**src/sv/rbmf_pkg.sv**
```systemverilog
// Shared types, constants and register indexes of the RGB box mean filter.
package rbmf_pkg;

    localparam int DEF_MAX_WIDTH  = 1024;
    localparam int DEF_MAX_KERNEL = 15;

    localparam int COL_MAX_W  = 12;
    localparam int SLOT_MAX_W = 5;
    localparam int K_W        = 5;

    localparam logic [1:0] REG_KERNEL = 2'd0;
    localparam logic [1:0] REG_WIDTH  = 2'd1;
    localparam logic [1:0] REG_HEIGHT = 2'd2;

    localparam logic [3:0]  KERNEL_RESET = 4'd3;
    localparam logic [10:0] WIDTH_RESET  = 11'd640;
    localparam logic [12:0] HEIGHT_RESET = 13'd480;
    localparam logic [12:0] MAX_HEIGHT   = 13'd4096;

    typedef struct packed {
        logic [23:0]           pixel;
        logic [COL_MAX_W-1:0]  col;
        logic [SLOT_MAX_W-1:0] slot;
        logic [K_W-1:0]        k;
        logic                  emit;
        logic                  last;
        logic [9:0]            center_col;
        logic [11:0]           center_row;
    } job_t;

    typedef enum logic [2:0] {
        B_IDLE,
        B_READ,
        B_LAST,
        B_DIV,
        B_OUT
    } back_state_t;

endpackage

```
**src/sv/rbmf_queue.sv**
```systemverilog
// Two-entry item queue between the front end and the back end.
module rbmf_queue (
    input  logic           clk,
    input  logic           rst_n,
    input  logic           push,
    input  rbmf_pkg::job_t push_job,
    output logic           full,
    input  logic           pop,
    output logic           empty,
    output rbmf_pkg::job_t head
);
    import rbmf_pkg::*;

    job_t       entry_reg [2];
    logic       wr_ptr_reg, rd_ptr_reg;
    logic [1:0] count_reg;

    assign full  = (count_reg == 2'd2);
    assign empty = (count_reg == 2'd0);
    assign head  = entry_reg[rd_ptr_reg];

    always_ff @(posedge clk)
    begin
        if (push)
            entry_reg[wr_ptr_reg] <= push_job;
    end

    always_ff @(posedge clk or negedge rst_n)
    begin
        if (!rst_n)
        begin
            wr_ptr_reg <= 1'b0;
            rd_ptr_reg <= 1'b0;
            count_reg  <= 2'd0;
        end
        else
        begin
            if (push)
                wr_ptr_reg <= !wr_ptr_reg;
            if (pop)
                rd_ptr_reg <= !rd_ptr_reg;
            count_reg <= count_reg + 2'(push) - 2'(pop);
        end
    end

endmodule

```
**config.mk**
```make
export PLATFORM = sky130hd
export DESIGN_NAME = rbmf_queue
export DESIGN_NICKNAME = d
export VERILOG_FILES = /design/src/sv/rbmf_pkg.sv /design/src/sv/rbmf_queue.sv
export SDC_FILE = /design/constraint.sdc
export NUM_CORES = 1
export LEC_CHECK = 0
export BUFFER_PORTS_ARGS = -buffer_cell sky130_fd_sc_hd__buf_4
export CORE_AREA = 3 3 141 109
export DETAILED_ROUTE_END_ITERATION = 16
export DIE_AREA = 0 0 144 112
export SYNTH_ARGS = -nofsm -noshare
export SYNTH_HDL_FRONTEND = slang
export SYNTH_SLANG_ARGS = --single-unit
```
**constraint.sdc**
```tcl
create_clock -name clk -period 4.83 [get_ports clk]
set_clock_uncertainty 0.1 [all_clocks]
set_input_delay 0.483 -clock clk [delete_from_list [all_inputs] [get_ports clk]]
set_output_delay 0.483 -clock clk [all_outputs]
set_load 0.005 [all_outputs]
```
==> impl_metrics.tcl, run 1 <==
set metrics [dict create \
    route.antenna.remaining_nets 0 \
    first_pass_iters 4 \
    grt_pass1_wl_um 14660 \
    cts.clk_slew.worst_paths_ns 0.06 \
    grt_setup_unrepaired "no" \
    crit_chain "buf_4 -> mux2_2 -> buf_4" \
    muxShareOfSynthArea_pct 18.70 \
    cp.arrival_ns 2.31 \
    drive_gt1_share_pct 60.74 \
    dp_hpwl_um 6185 \
    cts_max_level 4 \
    finalCoreUtilization_pct 51.50 \
    yosys.cell_types.count 13 \
    tightest_slew_ns 0.9877 \
    syn-num-nets 309 \
    cp_num_buf_inv 2 \
    dieWidth_um 144 \
    start_util_pct 39.39 \
    viasPerCell 4.511 \
    synth_top_family_by_area "multiplexers" \
    antenna_found_initial 0 \
    nets 469 \
    wl_um 9735 \
    yosysSeqAreaShare_pct 76.87 \
    hold_viol 0 \
    critical-path-max-stage-delay_ns 0.76 \
    grt_usage_pct 12.27 \
    worstSkewPairLatency_ns 0.40 \
    cp.required_ns 4.25 \
    relSlewSlack_pct 34.15 \
    place_congestion 0.6678 \
    ir_drop_uv 321.8 \
    cp_top_family "flip-flops" \
    holdCritPathClass "in -> reg" \
    cp-end-kind "output pin" \
    synth.avg_cell_area_sq_um 24.03 \
    core_sq_um 14220 \
    largest_reg_flops 140 \
    final.setup.tns_ns 0 \
    status "finished, final reports clean" \
    cpMostUsedCell "buf_4" \
    root_buffer "clkbuf_16" \
    critical_path.slowest_cell "dfrtp_4" \
    die_h_um 112 \
    cts_setup_buffers 0 \
    cap_violations 0 \
    cts-buffers-inserted 17 \
    synthSimpleGateAreaFrac_pct 0.4022 \
    critPathMaxFanout 29 \
    setup_viol 0 \
    post-route-drc-count 0 \
    num_rows 38 \
    power_density_nw_per_um2 574.8 \
    final_cell_mix "148 x buf_4, 140 x edfxtp_1, 69 x mux2_4" \
    fin_crit_sh_pct 59.86 \
    synthAdderAreaFrac_pct 0.4469 \
    grt_max_degree 71 \
    synth_compound_area_share_pct 0 \
    ys_ff_latch 144 \
    cts_tree "built" \
    antenna_cells 0 \
    netlist_instances 233 \
    clockBufferDepth 2 \
    synthesis.area_sq_um 5599 \
    synth_xor_area_share_pct 0.7374 \
    routedWlPerCell_um 16.64 \
    clock_sinks 144 \
    syn_to_final_growth_pct 30.75 \
    grt_pass1_vias 2821 \
    start_kind "flip-flop" \
    overflow 0 \
    post_cts_resized 0 \
    final_common_cell "buf_4" \
    vias 2639 \
    portBuffers 145 \
    dieArea_sq_um 16130 \
    timing.fmax_mhz 345.9 \
    ys_warn_count 0 \
    criticalPathCategory "reg -> out" \
    p_leak_nw 2.971 \
    slew_viol_final 0 \
    fin_crit_ns 2.891 \
    ioPinCount 146 \
    drt_iter0_markers 150 \
]
## cells by family (layout without fill, tap and decap cells)
kind of cell	count (synthesis)	count (layout)
DFF	144	144
muxes	70	70
buffers and inverters	10	182
and+or+nand+nor	4	4
xor gates and xnor gates	3	3
adders and majority gates	2	2
## stage by stage
step	cells	power [mW]	hold slack (ns)	setup WS (ns)	cell area [sq um]
finish	585	4.208	0.1521	1.939	7321
global route	585	4.416	0.1342	1.825	7321
CTS	585	4.276	0.1311	1.878	7321
detailed placement	553	3.117	0.1825	2.332	6798
global placement	553	3.101	0.1857	2.353	6798
floorplan	233	2.653	0.08741	0.6694	5599
## where the power goes
part           switching [mW]  leakage, nW  internal (mW)
clock                   0.451        0.258          0.695
combinational           0.486         1.35          0.786
sequential              0.122         1.36           1.67
## layout make-up
type,count,area (sq um)
flip-flops and latches,144,4308
multi-input cells,79,1146
clock buffers,22,444.2
well taps,180,225.2
repair buffers,149,1121
clock inverters,9,68.82
fillers,1161,6895
inverters,2,7.507
## synth_stat cells, drive strengths merged
master / number / share of area (%)
nor2: 1 / 0.067
nor2b: 2 / 0.22
ha: 2 / 0.45
mux2: 70 / 19
edfxtp: 140 / 75
xor3: 1 / 0.42
xor2: 2 / 0.31
dfrtp: 4 / 1.8
buf: 8 / 2.7
and2: 1 / 0.11
inv: 2 / 0.13
## routing by layer
metal / part of all wire [%] / vias to the layer above / global-route usage (%)
met1: 43 / 1282 / 15.18
met3: 8.7 / 9 / 5.625
met5: 0 / - / 0
li1: - / 1240 / -
met4: 1.1 / 0 / 4.705
met2: 47 / 108 / 18.88
## worst paths after layout
path / startpoint / to / slack (ns) / cells past startpoint
max reg2reg: wr_ptr_reg$_DFFE_PN0P_ / entry_reg[0][37]$_DFFE_PP_ / 3.03 / 2
min: push_job[33] / entry_reg[1][33]$_DFFE_PP_ / 0.15 / 1
max in group asynchronous: rst_n / rd_ptr_reg$_DFFE_PN0P_ / 4.21 / 2
min reg2reg: wr_ptr_reg$_DFFE_PN0P_ / wr_ptr_reg$_DFFE_PN0P_ / 0.44 / 1
min in group asynchronous: rst_n / rd_ptr_reg$_DFFE_PN0P_ / 0.31 / 2
max: rd_ptr_reg$_DFFE_PN0P_ / head[69] / 1.94 / 3
## what timing repair did
item	4_1_cts	5_1_grt
endpoints found under the hold margin	4	0
hold buffers	1	0
setup endpoints to repair	0	0
No activity file was read; power rests on OpenSTA's default activity.
==> inputs of run 2 (changes only) <==
- clock period: 4.83 -> 2.8 ns (I/O delays scaled with it)
==> impl_metrics.tcl, run 2 (same netlist as run 1, synthesis figures left out) <==
set metrics [dict create \
    status "finished, final reports clean" \
    hold_viol 0 \
    vias 2933 \
    largest_reg_flops 140 \
    final_cell_mix "148 x buf_4, 140 x edfxtp_1, 73 x dlygate4sd3_1" \
    viasPerCell 4.437 \
    overflow 0 \
    dp_cells 556 \
    final.setup.tns_ns 0 \
    start_util_pct 39.39 \
    power_density_nw_per_um2 917.4 \
    first_pass_iters 4 \
    criticalPathCategory "reg -> out" \
    grt_setup_unrepaired "no" \
    route.antenna.remaining_nets 0 \
    ioPinCount 146 \
    fin_crit_ns 2.434 \
    dp_slack_ns 0.8065 \
    antenna_found_initial 0 \
    cts.clk_slew.worst_paths_ns 0.06 \
    drt_iter0_markers 118 \
    cts-buffers-inserted 17 \
    grt_usage_pct 13.54 \
    dp_hpwl_um 6646 \
    ir_drop_uv 498.1 \
    antenna_cells 0 \
    drive_gt1_share_pct 52.60 \
    cts_setup_buffers 0 \
    cp-end-kind "output pin" \
    core_sq_um 14220 \
    fin_cells 661 \
    final_common_cell "buf_4" \
    met1Wirelength_um 4591 \
    cts_hold_buf 73 \
    cp.required_ns 2.42 \
    worstRegToRegCells 2 \
    holdCritPathClass "in -> async" \
    met2_length_um 5115 \
    dieArea_sq_um 16130 \
    finalCoreUtilization_pct 57.10 \
    wl_met3_um 771 \
    wl_um 10620 \
    syn_to_final_growth_pct 44.98 \
    dieWidth_um 144 \
    start_kind "flip-flop" \
    slew_viol_final 0 \
    critPathMaxFanout 30 \
    reg2reg_setup_slack_ns 1.12 \
    cp.arrival_ns 2.05 \
    nets 544 \
    top_layer_used "met4" \
    die_h_um 112 \
    clock_sinks 144 \
    fin_hold_ws_ns 0.1020 \
    cap_violations 0 \
    r2r_end "entry_reg[1][36]$_DFFE_PP_" \
    final_area_sq_um 8118 \
    grt_pass1_vias 3153 \
    p_leak_nw 3.297 \
    setup_viol 0 \
    tightest_slew_ns 0.6338 \
    worstSkewPairLatency_ns 0.41 \
    relSlewSlack_pct 57.75 \
    num_rows 38 \
    power_mw 7.448 \
    post_cts_resized 0 \
    cts_max_level 4 \
    portBuffers 145 \
    placed_area_sq_um 6858 \
    postLayoutSetupSlackWorst_ns 0.3658 \
    clockBufferDepth 2 \
    timing.fmax_mhz 410.8 \
    root_buffer "clkbuf_16" \
    grt_max_degree 37 \
    grt_pass1_wl_um 16180 \
    fin_crit_sh_pct 86.94 \
    n_fill_cell 1090 \
    worstReg2RegStart "wr_ptr_reg$_DFFE_PN0P_" \
    post-route-drc-count 0 \
    routedWlPerCell_um 16.06 \
    cts_tree "built" \
    place_congestion 0.6992 \
]
## run 2: changes by cell type in the layout (fill, tap and decap cells not counted)
| cell | change |
|---|---|
| clkinv_4 | +2 |
| bufinv_16 | -1 |
| clkbuf_1 | -2 |
| clkinv_2 | -2 |
| buf_12 | +3 |
| clkbuf_8 | +2 |
| clkinvlp_4 | +3 |
| dlygate4sd3_1 | +72 |
| clkinv_1 | -1 |
## run 2: critical path, cell delays in order (launching register included)
cell and delay (ns):
dfrtp_4 0.82, buf_12 0.29, mux2_4 0.34, buf_4 0.14
## run 2: cell type report
cell class                 instances  area, sq um  area share, %
clock buffer                      22        464.2          5.718
clock inverter                    10        65.06         0.8015
inverter                           2        7.507        0.09248
multi-input combinational         79         1146          14.12
sequential                       144         4308          53.07
tap                              180        225.2          2.774
timing repair buffer             224         1902          23.43
## run 2: worst max-delay path by stage
stage                                 startpoint                   endpoint  slack [ns]  cells after the start
final                     rd_ptr_reg$_DFFE_PN0P_                   head[60]        0.37                      3
after global routing      rd_ptr_reg$_DFFE_PN0P_                   head[27]        0.28                      3
after floorplan           wr_ptr_reg$_DFFE_PN0P_  entry_reg[0][0]$_DFFE_PP_        0.04                      1
after detailed placement  rd_ptr_reg$_DFFE_PN0P_                   head[60]        0.81                      3
after global placement    rd_ptr_reg$_DFFE_PN0P_                    head[1]        0.81                      3
after CTS                 rd_ptr_reg$_DFFE_PN0P_                   head[60]        0.34                      3
## run 2: metal layers
metal	vias up	track usage (%)
li1	1392	-
met4	0	5.458
met3	12	5.539
met5	-	0
met1	1419	16.39
met2	110	21.57
## run 2: where the power goes
part	switching, mW	total [mW]	leakage [nW]	internal [mW]
sequential	0.238	3.10	1.36	2.87
combinational	0.870	2.36	1.68	1.49
clock	0.813	1.98	0.256	1.17
==> inputs of run 3 (changes only) <==
- PLACE_DENSITY: not set -> 0.67
==> impl_metrics.tcl, run 3 (same netlist as run 1, synthesis figures left out) <==
set metrics [dict create \
    worstRegToRegCells 2 \
    cp.required_ns 2.42 \
    start_kind "flip-flop" \
    pwr-share-seq_pct 39.3 \
    clock_sinks 144 \
    cts.clk_slew.worst_paths_ns 0.06 \
    overflow 0 \
    antenna_cells 0 \
    p_clk_share_pct 28.7 \
    worstReg2RegStart "wr_ptr_reg$_DFFE_PN0P_" \
    grt_usage_pct 13.05 \
    num_rows 38 \
    viasPerCell 4.402 \
    r2r_end "entry_reg[1][52]$_DFFE_PP_" \
    first_pass_iters 4 \
    relSlewSlack_pct 62.47 \
    ir_drop_uv 658.9 \
    cts_tree "built" \
    cap_violations 0 \
    final_cell_mix "148 x buf_4, 140 x edfxtp_1, 73 x dlygate4sd3_1" \
    fin_crit_sh_pct 71.83 \
    dieArea_sq_um 16130 \
    hold_viol 0 \
    die_h_um 112 \
    portBuffers 145 \
    timing.fmax_mhz 497.2 \
    critPathMaxFanout 36 \
    wl_um 10170 \
    grt_max_degree 40 \
    dp_hpwl_um 6596 \
    critical-path-max-stage-delay_ns 0.44 \
    syn_to_final_growth_pct 45.85 \
    largest_reg_flops 140 \
    post-route-drc-count 0 \
    reg2reg_setup_slack_ns 1.12 \
    cts_setup_buffers 0 \
    cts-buffers-inserted 17 \
    worstSkewPairLatency_ns 0.41 \
    start_util_pct 39.39 \
    cp.arrival_ns 1.63 \
    slew_viol_final 0 \
    finalCoreUtilization_pct 57.45 \
    power_density_nw_per_um2 931.2 \
    drt_iter0_markers 130 \
    setup_viol 0 \
    critical_path.slowest_cell "dfrtp_4" \
    nets 544 \
    tightest_slew_ns 0.5629 \
    cts_hold_buf 73 \
    place_congestion 0.6791 \
    ioPinCount 146 \
    grt_setup_unrepaired "no" \
    core_sq_um 14220 \
    power_switching_mw 1.869 \
    root_buffer "clkbuf_16" \
    p_leak_nw 3.310 \
    clockBufferDepth 2 \
    holdCritPathClass "in -> async" \
    fin_crit_ns 2.011 \
    drive_gt1_share_pct 51.98 \
    criticalPathCategory "reg -> out" \
    antenna_found_initial 0 \
    final.setup.tns_ns 0 \
    grt_pass1_vias 3183 \
    cp-end-kind "output pin" \
    route.antenna.remaining_nets 0 \
    sw_frac_of_total_pct 24.57 \
    status "finished, final reports clean" \
    crit_chain "buf_12 -> mux2_2 -> buf_4" \
    grt_pass1_wl_um 15860 \
    regArea_sq_um 4308 \
    vias 2910 \
    combPwrFrac_pct 31.9 \
    n_fill_cell 1075 \
    dieWidth_um 144 \
    cellInternalPower_mw 5.736 \
    final_common_cell "buf_4" \
    multi_input_area_sq_um 1146 \
    cts_max_level 4 \
    post_cts_resized 0 \
    routedWlPerCell_um 15.38 \
]
[run 3: cell count changes in the layout (fill, tap and decap cells not counted)]
cell and delta:
bufinv_16 +3, clkbuf_1 -1, clkbuf_8 -2, clkinv_1 +4
clkinv_2 -3, clkinv_4 -2, clkinvlp_4 +1
[run 3: through the flow]
| step | setup WS, ns | hold WS (ns) | instances | total power [mW] | instance area, sq um |
|---|---|---|---|---|---|
| global placement | 1.127 | -0.02060 | 556 | 5.389 | 6858 |
| CTS | 0.7506 | 0.07424 | 661 | 7.725 | 8167 |
| floorplan | 0.04028 | -0.1156 | 233 | 4.566 | 5602 |
| finish | 0.7887 | 0.1010 | 661 | 7.604 | 8167 |
| detailed placement | 1.112 | -0.01562 | 556 | 5.430 | 6858 |
| global route | 0.7107 | 0.07872 | 661 | 7.986 | 8167 |
[run 3: layout make-up]
class / count / area share (%)
clock buffers: 19 / 5.301
inverters: 2 / 0.09193
flip-flops and latches: 144 / 52.75
multi-input cells: 79 / 14.03
well taps: 180 / 2.758
repair buffers: 224 / 23.29
clock inverters: 13 / 1.777
[run 3: worst max-delay path by stage]
stage,end,from
final,head[69],rd_ptr_reg$_DFFE_PN0P_
after detailed placement,entry_reg[1][3]$_DFFE_PP_,wr_ptr_reg$_DFFE_PN0P_
after floorplan,entry_reg[0][0]$_DFFE_PP_,wr_ptr_reg$_DFFE_PN0P_
after global placement,entry_reg[1][3]$_DFFE_PP_,wr_ptr_reg$_DFFE_PN0P_
after global routing,head[69],rd_ptr_reg$_DFFE_PN0P_
after CTS,head[69],rd_ptr_reg$_DFFE_PN0P_
[run 3: routing by layer]
metal	up-vias	GRT usage [%]	routed length, um
li1	1389	-	-
met5	-	0	0
met4	0	3.952	103
met2	105	20.58	4913
met1	1406	16.63	4461
met3	10	5.238	686
[run 3: critical path: cells and delay by family (launching register included)]
| kind | cells | cell delay (ns) |
|---|---|---|
| flops | 1 | 0.44 |
| buf+inv | 2 | 0.39 |
| mux | 1 | 0.37 |
[run 3: power groups by stage]
stage	sequential (mW)	clock, mW	combinational (mW)
final	2.99	2.19	2.43
after global placement	3.01	0	2.38
after CTS	3.00	2.24	2.48
after global routing	3.03	2.34	2.61
after floorplan	3.01	0	1.55
after detailed placement	3.04	0	2.39
